File: config.mk
export PLATFORM = sky130hd
export DESIGN_NAME = rsis_mod
export DESIGN_NICKNAME = d
export VERILOG_FILES = /design/src/design/assert_macros.svh /design/src/design/rsis_pkg.sv /design/src/design/rsis_mod.sv
export SDC_FILE = /design/constraint.sdc
export NUM_CORES = 1
export LEC_CHECK = 0
export ABC_AREA = 1
export BUFFER_PORTS_ARGS = -buffer_cell sky130_fd_sc_hd__clkbuf_2
export CORE_ASPECT_RATIO = 1.2
export CORE_UTILIZATION = 45
export CTS_CLUSTER_DIAMETER = 30
export DETAILED_ROUTE_END_ITERATION = 8
export PLACE_DENSITY = 0.66
export SLEW_MARGIN = 40
export SYNTH_ARGS = -nofsm -noshare
export SYNTH_HDL_FRONTEND = slang
export SYNTH_SLANG_ARGS = --single-unit
File: constraint.sdc
create_clock -name clk -period 4.6 [get_ports clk]
set_input_delay 0.46 -clock clk [delete_from_list [all_inputs] [get_ports clk]]
set_output_delay 0.46 -clock clk [all_outputs]
set_load 0.02 [all_outputs]
File: src/design/assert_macros.svh
// ----------------------------------------------------------------------------
// assertion macros
// concurrent checks that compile away when SYNTH is defined
// ----------------------------------------------------------------------------
`ifndef ASSERT_MACROS_SVH
`define ASSERT_MACROS_SVH

`ifndef SYNTH

// same-cycle implication
`define RSIS_ASSERT_IMP(lbl, clk, rst_n, ante, cons) \
	lbl: assert property (@(posedge clk) disable iff (!rst_n) (ante) |-> (cons)) \
		else $error("assertion failed");

// next-cycle implication
`define RSIS_ASSERT_NXT(lbl, clk, rst_n, ante, cons) \
	lbl: assert property (@(posedge clk) disable iff (!rst_n) (ante) |=> (cons)) \
		else $error("assertion failed");

`else

`define RSIS_ASSERT_IMP(lbl, clk, rst_n, ante, cons)
`define RSIS_ASSERT_NXT(lbl, clk, rst_n, ante, cons)

`endif

`endif

File: src/design/rsis_pkg.sv
// ----------------------------------------------------------------------------
// rsis_pkg
// shared types and constants of the random sample indexed set
// ----------------------------------------------------------------------------
package rsis_pkg;

	localparam int DEF_VALUE_RANGE = 1024;
	localparam int VALUE_W         = 10;
	localparam int REQ_W           = 2;
	localparam int STATUS_W        = 2;
	localparam int COUNT_OUT_W     = 11;
	localparam int RAND_W          = 32;
	localparam int VR_EXT_W        = 17;

	typedef enum logic [REQ_W-1:0] {
		REQ_INSERT = 2'd0,
		REQ_REMOVE = 2'd1,
		REQ_SAMPLE = 2'd2,
		REQ_READ   = 2'd3
	} req_t;

	typedef enum logic [STATUS_W-1:0] {
		ST_DONE     = 2'd0,
		ST_NOCHANGE = 2'd1,
		ST_EMPTY    = 2'd2,
		ST_RANGE    = 2'd3
	} status_t;

	typedef enum logic [5:0] {
		S_IDLE  = 6'b000001,
		S_LOOK  = 6'b000010,
		S_CHECK = 6'b000100,
		S_DIV   = 6'b001000,
		S_FETCH = 6'b010000,
		S_CLEAR = 6'b100000
	} state_t;

endpackage

File: src/design/rsis_mod.sv
// ----------------------------------------------------------------------------
// rsis_mod
// restoring remainder unit, one dividend bit per cycle
// ----------------------------------------------------------------------------
module rsis_mod #(
	parameter int CW = 11
) (
	input  logic                      clk,
	input  logic                      arst_n,
	input  logic                      start,
	input  logic [rsis_pkg::RAND_W-1:0] dividend,
	input  logic [CW-1:0]             divisor,
	output logic                      done,
	output logic [CW-1:0]             rem
);

	import rsis_pkg::*;

	localparam int STEP_W = $clog2(RAND_W);

	logic [RAND_W-1:0] dvd_q;
	logic [CW-1:0]     div_q;
	logic [CW-1:0]     rem_q;
	logic [STEP_W-1:0] step_q;
	logic              run_q;
	logic              done_q;
	logic [CW:0]       trial;
	logic [CW-1:0]     rem_next;

	// shift in the next dividend bit and subtract if it fits
	always_comb begin
		trial = {rem_q, dvd_q[RAND_W-1]};
		if (trial >= {1'b0, div_q}) begin
			rem_next = CW'(trial - {1'b0, div_q});
		end else begin
			rem_next = trial[CW-1:0];
		end
	end

	always_ff @(posedge clk or negedge arst_n) begin
		if (!arst_n) begin
			run_q  <= 1'b0;
			done_q <= 1'b0;
			step_q <= '0;
		end else begin
			done_q <= 1'b0;
			if (start) begin
				run_q  <= 1'b1;
				step_q <= '0;
			end else if (run_q) begin
				step_q <= step_q + 1'b1;
				if (step_q == STEP_W'(RAND_W - 1)) begin
					run_q  <= 1'b0;
					done_q <= 1'b1;
				end
			end
		end
	end

	always_ff @(posedge clk) begin
		if (start) begin
			dvd_q <= dividend;
			div_q <= divisor;
			rem_q <= '0;
		end else if (run_q) begin
			dvd_q <= {dvd_q[RAND_W-2:0], 1'b0};
			rem_q <= rem_next;
		end
	end

	assign done = done_q;
	assign rem  = rem_q;

endmodule

# == Yosys cells after proc, flatten, opt, wreduce, memory -nomap -nowiden ==
# Cells that the tools add are included.
# classes
n_addsub,2
mul,0
div,0
order_cmp,1
n_eq_ne,1
shift,0
mux,11
bitwise_logic,0
n_reduce_logical,1
# ops
cell,n
$mux W32,2
$ge A12 B11 Y1,1
$mux W11,1
$sub A11 B11 Y11,1
$mux W5,2
$mux W1,6
$add A5 B1 Y5 const B,1
$eq A5 B5 Y1 const B,1
$reduce_bool A2 Y1,1
# totals
reg_bits,61
latchBits,0
ramBits,0
rom_bits,0
input_bits,46
n_memories,0

# == Depth between registers and ports, before layout ==
# Gate-level depths: netlist (run 1).
# depth
depth_word,4
mapped_depth,15
depth_no_buf,14

# == Worst setup path before layout (run 1) ==
# Ideal clock, no wire load.
# synth_timing
path_type,flip-flop to flip-flop
from,"register rem_q[0], in the netlist rem[0]"
to,"register rem_q[3], in the netlist rem[3]"
setup_ns,0.150
arrival_time_ns,1.783
required_time_ns,4.450
setup_slack_ns,2.667
stages_incl_launch_ff,14
path_buffers,1
period_less_slack_ns,1.933
cell_sequence,dfxtp_1 inv_1 fa_1 inv_1 nand2_2 nand2_2 nand2_2 nand2_1 nand2_2 nand3_2 buf_6 nand2_1 nand3_2 o21ai_2
# synth_between
elab_chain_len,2
word_cells_on_any_way,3
cone_classes,add/sub: 1; order compare: 1; mux: 1
# synth_lines
item,line,text
start: declaration,rsis_mod.sv:23,logic [CW-1:0] rem_q;
start signal: assignment,rsis_mod.sv:67,rem_q <= rem_next;
$sub A11 B11 Y11 / $ge A12 B11 Y1 (equally long branches),"rsis_mod.sv:34, rsis_mod.sv:33",
$mux W11 *,rsis_mod.sv:33,"if (trial >= {1'b0, div_q}) begin"
# Every way passes the cells marked *; elsewhere a longest branch is shown, timed or not.
# A chain may end at the register's enable or synchronous reset.

# == Worst setup path in the final report (run 1) ==
# layout_timing
from,register div_q[0]
to,"register rem_q[3], in the netlist rem[3]"
# layout_between
elab_chain_len,2
word_cells_on_any_way,3
cone_classes,add/sub: 1; order compare: 1; mux: 1
# layout_lines
item,line,text
start: declaration,rsis_mod.sv:22,logic [CW-1:0] div_q;
start signal: assignment,rsis_mod.sv:63,div_q <= divisor;
$sub A11 B11 Y11 / $ge A12 B11 Y1 (equally long branches),"rsis_mod.sv:34, rsis_mod.sv:33",
$mux W11 *,rsis_mod.sv:33,
# Marked as above.

==> flow_metrics.py, run 1 <==
metrics = {
    "finish": {
        "final_cell_mix": "nand2_1 (163), inv_1 (58), clkbuf_2 (57), edfxtp_1 (43), nand3_1 (19)",
        "areaGrowthSynthToFinish_pct": 16.3,
        "drive_above_1_share_pct": 20.8,
        "nFillCells": 678,
        "final_common_cell": "nand2_1",
        "diodes": 0,
        "layout.cells.non_filler": 549,
        "nets": 517,
        "postLayoutCoreUtil_pct": 55.0,
        "finalInstanceArea_sq_mm": 0.00384,
    },
    "logic_synthesis": {
        "netlist.area_leader.share_pct": 39.1,
        "synth.area.top_cells": "edfxtp_1 (39%), nand2_1 (19%), inv_1 (6.7%)",
        "yosysSeqAreaShare_pct": 51.1,
        "netlist_instances": 399,
        "ys.warnings.count": 0,
        "synthesis.nets": 459,
        "ys_types": 30,
        "synth_top_cell_by_area": "edfxtp_1",
        "ys_ff_latch": 61,
        "syn_area_sq_mm": 0.00330,
        "syn_area_per_cell_sq_um": 8.28,
    },
    "worst_setup_path": {
        "worst_ep_required_time_ns": 4.82,
        "path_max_fanout": 12,
        "cp-end-kind": "register",
        "rrSetupSlack_ns": 2.35,
        "rr_worst_depth": 12,
        "cp_data_arrival_time_ns": 2.46,
        "cp-start-kind": "register",
        "critPathKind": "register to register",
    },
    "route": {
        "vias": 2689,
        "drt_iter0_markers": 151,
        "route.detailed.drc": 0,
        "wl_per_cell_um": 12.1,
        "vias_per_cell": 4.90,
        "dr.pass1.iters": 5,
        "ant_nets": 0,
        "wl_um": 6650,
    },
    "floorplan": {
        "core_region_area_sq_mm": 0.00698,
        "die_w_um": 80.2,
        "rows": 33,
        "start_util_pct": 47.3,
        "die_h_um": 95.8,
        "io_pins": 58,
        "dieArea_sq_mm": 0.00769,
    },
    "global_routing": {
        "grt_max_degree": 40,
        "grt_pass1_wl_um": 11500,
        "grt_overflow": 0,
        "grt_usage_pct": 20.1,
        "antenna_found_initial": 0,
        "grt_pass1_vias": 2584,
    },
    "sta": {
        "fmax_mhz": 445,
        "drv_slew": 0,
        "rsz0062_at_grt": "no",
        "period_needed_ns": 2.25,
        "finClkSkew_ns": 0.00414,
        "hold_viol": 0,
        "setup_viol": 0,
        "worst_slew_margin_rel_pct": 58.6,
        "setup_tns_ns": 0,
        "tightest_slew_ns": 0.620,
        "finalCritPeriodShare_pct": 48.8,
    },
    "clocking": {
        "post-cts-setup-buffer-count": 0,
        "clock_path_buffers": 2,
        "cts.sink_count": 61,
        "root_buffer": "clkbuf_8",
        "cts_htree_levels": 3,
        "numCtsBuffers": 9,
        "clock_latency_ns": 0.33,
        "tritoncts": "done",
        "clkTransAtPathRegs_ns": 0.07,
    },
    "status": {
        "status": "finished clean",
    },
    "hold_path": {
        "hold_path_depth": 1,
        "hold_class": "input port to register",
    },
    "power_and_ir_drop": {
        "power_leakage_nw": 2.02,
        "vdd_ir_drop_max_mv": 0.234,
        "finalPower_mw": 1.99,
        "power_density_mw_per_mm2": 517,
    },
    "placement": {
        "dp_cells": 532,
        "port_buffers": 57,
        "placed_area_sq_mm": 0.00364,
        "gp_congestion": 0.920,
        "post-dp-hpwl_um": 4810,
    },
    "job": {
        "drv_cap": 0,
    },
}
## critical path: stages (launching register included)
cell      delay, ns
edfxtp_1       0.37
ha_1           0.22
fa_1           0.40
inv_1          0.12
nand2_2        0.06
nand2_2        0.07
nand2_2        0.06
nand2_1        0.07
nand2_2        0.17
nand3_2        0.32
nand2_1        0.13
nand3_2        0.09
o21ai_2        0.05
## final timing paths
path	from	end
setup / recovery	div_q[0]	rem[3]
hold / removal	divisor[0]	div_q[0]
setup reg to reg	div_q[0]	rem[3]
hold reg to reg	rem[10]	rem[10]
max in group asynchronous	arst_n	run_q
min in group asynchronous	arst_n	step_q[0]
## final cells by class
class | count | area [sq um] | share of cell area (%)
multi-input combinational | 264 | 1310 | 34.2
timing repair buffer | 60 | 310 | 8.08
clock buffer | 11 | 141 | 3.68
clock inverter | 5 | 50.0 | 1.30
sequential | 61 | 1690 | 43.9
inverter | 61 | 229 | 5.96
tap | 87 | 109 | 2.83
## layer usage
metal | wire length (um) | up-vias | share of wire, % | global-route usage [%]
li1 | - | 1384 | - | -
met1 | 2990 | 1201 | 45 | 24.8
met2 | 3140 | 89 | 47 | 33.0
met3 | 357 | 15 | 5.4 | 3.41
met4 | 165 | 0 | 2.5 | 12.2
met5 | 0 | - | 0 | 0
## synth_stat cells (all sizes together)
| cell type | instances |
|---|---|
| a21oi | 5 |
| a22o | 1 |
| a31oi | 1 |
| buf | 8 |
| clkbuf | 5 |
| dfrtp | 7 |
| dfxtp | 11 |
| edfxtp | 43 |
| fa | 1 |
| ha | 13 |
| inv | 61 |
| nand2 | 172 |
| nand3 | 27 |
| nand4 | 14 |
| nor2 | 13 |
| nor3 | 5 |
| nor4 | 1 |
| o21ai | 7 |
| or2 | 1 |
| xor2 | 3 |
## through the flow
| step | setup slack, ns | hold slack [ns] |
|---|---|---|
| floorplan | 2.67 | 0.164 |
| global placement | 2.43 | 0.307 |
| detailed placement | 2.37 | 0.306 |
| CTS | 2.35 | 0.285 |
| global route | 2.15 | 0.284 |
| finish | 2.35 | 0.298 |
## state kept, by name (all words and copies together) (netlist names)
| register | count |
|---|---|
| done | 1 |
| step_q | 5 |
| dvd_q | 32 |
| run_q | 1 |
| rem | 11 |
| div_q | 11 |
## repair_timing
action                     CTS  global route
setup endpoints to repair    0             0
gates resized for setup      0             0
hold endpoints to repair     7             0
hold buffers                 1             0
## report_power, final
part	internal [mW]	switching, mW
sequential	0.672	0.0535
clock	0.261	0.207
combinational	0.286	0.507
total	1.22	0.768
## kinds of logic after synthesis
family | Yosys count | share of synthesized area [%]
xor gates and xnor gates | 3 | 0.796
and+or+nand+nor | 233 | 30.9
adders and majority gates | 14 | 5.53
buffers and inverters | 74 | 9.21
DFF | 61 | 51.1
AOI/OAI and AO/OA | 14 | 2.50
Power figures use the tool's default switching activity.
==> run 2, diff against run 1 <==
==> constraint.sdc (replaced) <==
create_clock -name clk -period 2.3 [get_ports clk]
set_input_delay 0.23 -clock clk [delete_from_list [all_inputs] [get_ports clk]]
set_output_delay 0.23 -clock clk [all_outputs]
set_load 0.02 [all_outputs]
==> flow_metrics.py, run 2 (synthesis results as in run 1) <==
metrics = {
    "status": {
        "status": "finished clean",
    },
    "placement": {
        "port_buffers": 57,
        "gp_congestion": 0.878,
        "post-dp-hpwl_um": 4820,
    },
    "sta": {
        "rsz0062_at_grt": "no",
        "drv_slew": 0,
        "setup_viol": 0,
        "tightest_slew_ns": 0.536,
        "fmax_mhz": 478,
        "period_needed_ns": 2.09,
        "finClkSkew_ns": 0.0106,
        "hold_slack_ns": 0.0679,
        "setup_tns_ns": 0,
        "hold_viol": 0,
        "worst_slew_margin_rel_pct": 64.2,
        "finalCritPeriodShare_pct": 90.9,
    },
    "route": {
        "wl_um": 6840,
        "vias": 2654,
        "wl_per_cell_um": 12.4,
        "route.detailed.drc": 0,
        "drt_iter0_markers": 113,
        "dr.pass1.iters": 4,
        "ant_nets": 0,
        "vias_per_cell": 4.80,
    },
    "worst_setup_path": {
        "cp-end-kind": "register",
        "cp_data_arrival_time_ns": 2.30,
        "worst_ep_required_time_ns": 2.51,
        "critPathKind": "register to register",
        "crit_path_max_incr_delay_ns": 0.41,
        "cp_cell_sequence": "inv_1 > ha_1 > fa_1 > inv_1 > nand2_2 > nand2_2 > nand2_2 > nand2_1 > nand2_2 > nand3_2 > nand2_1 > nand3_1 > o21ai_0",
        "path_max_fanout": 11,
        "cp-start-kind": "register",
        "critPathMostFrequentCell": "nand2_2",
        "rr_worst_depth": 13,
        "cp_num_buf_inv": 2,
        "critPathTopFamily": "simple AND/OR/NAND/NOR gates",
        "critPathSlowestCell": "fa_1",
        "cp.depth": 13,
    },
    "floorplan": {
        "die_w_um": 80.2,
        "die_h_um": 95.8,
        "dieArea_sq_mm": 0.00769,
        "core_region_area_sq_mm": 0.00698,
        "start_util_pct": 47.3,
        "io_pins": 58,
        "rows": 33,
    },
    "finish": {
        "final_common_cell": "nand2_1",
        "areaGrowthSynthToFinish_pct": 17.6,
        "regMostFlops": "dvd_q",
        "final_cell_mix": "nand2_1 (163), inv_1 (59), clkbuf_2 (57), edfxtp_1 (43), nand3_1 (19)",
        "nets": 521,
        "diodes": 0,
        "drive_above_1_share_pct": 21.2,
        "largest_register_ffs": 32,
    },
    "clocking": {
        "clkTransAtPathRegs_ns": 0.07,
        "clock_path_buffers": 2,
        "root_buffer": "clkbuf_8",
        "tritoncts": "done",
        "clock_latency_ns": 0.33,
        "cts.sink_count": 61,
        "cts_htree_levels": 3,
        "numCtsBuffers": 9,
    },
    "global_routing": {
        "grt_pass1_wl_um": 11500,
        "grt_usage_pct": 20.1,
        "grt_max_degree": 43,
        "grt-busiest-layer": "met2",
        "grtUsageMet1_pct": 22.9,
        "grt_use_met3_pct": 6.16,
        "antenna_found_initial": 0,
        "grt_overflow": 0,
        "use_met2_pct": 35.0,
        "grt_pass1_vias": 2590,
    },
    "job": {
        "drv_cap": 0,
    },
    "hold_path": {
        "hold_class": "input port to register",
        "hold_path_depth": 1,
    },
    "power_and_ir_drop": {
        "power_leakage_nw": 2.05,
        "vdd_ir_drop_max_mv": 0.619,
        "power_density_mw_per_mm2": 1050,
    },
}
==> run 2: cell count changes in the layout (fill, tap and decap cells not counted), sizes merged <==
cell | before | now
bufinv | 1 | 2
buf | 2 | 6
clkinvlp | 1 | 0
==> run 2: through the flow <==
stage | utilization [%] | total power [mW] | instance area [sq um] | setup WS [ns] | instances
floorplan | - | 2.72 | 3300 | 0.367 | 399
global placement | 52.5 | 3.04 | 3670 | 0.307 | 536
detailed placement | 52.5 | 3.07 | 3670 | 0.215 | 536
CTS | 55.6 | 4.11 | 3880 | 0.201 | 553
global route | 55.6 | 4.39 | 3880 | 0.0368 | 553
finish | 55.6 | 4.08 | 3880 | 0.208 | 553
==> run 2: final timing paths <==
path,startpoint,to,slack (ns)
max,dvd_q[31],rem[2],0.21
min,divisor[10],div_q[10],0.07
max reg2reg,dvd_q[31],rem[2],0.21
min reg2reg,rem[8],rem[8],0.50
max in group asynchronous,arst_n,run_q,1.87
min in group asynchronous,arst_n,step_q[4],0.26
==> run 2: routing by layer <==
layer | routed length (um) | vias to the layer above | part of all wire (%)
li1 | - | 1390 | -
met4 | 146 | 0 | 2.1
met3 | 410 | 14 | 6.0
met5 | 0 | - | 0
met1 | 2900 | 1180 | 42
met2 | 3380 | 70 | 49
==> run 2: layout make-up <==
type / instances / area [sq um]
Inverter: 61 / 229
Tap cell: 87 / 109
Fill cell: 656 / 3100
Timing Repair Buffer: 64 / 340
Multi-Input combinational cell: 264 / 1310
Clock buffer: 11 / 131
Clock inverter: 5 / 75.1
Sequential cell: 61 / 1690
==> run 2: report_power, final <==
| part | internal [mW] | switching, mW |
|---|---|---|
| Combinational | 0.593 | 1.01 |
| Sequential | 1.34 | 0.108 |
| Clock | 0.605 | 0.416 |
==> run 2: repair_timing <==
item,4_1_cts,5_1_grt
buffers inserted,0,0
resized for setup,0,0
endpoints found under the hold margin,7,0
endpoints found under the setup margin,0,0
hold buffers,1,0
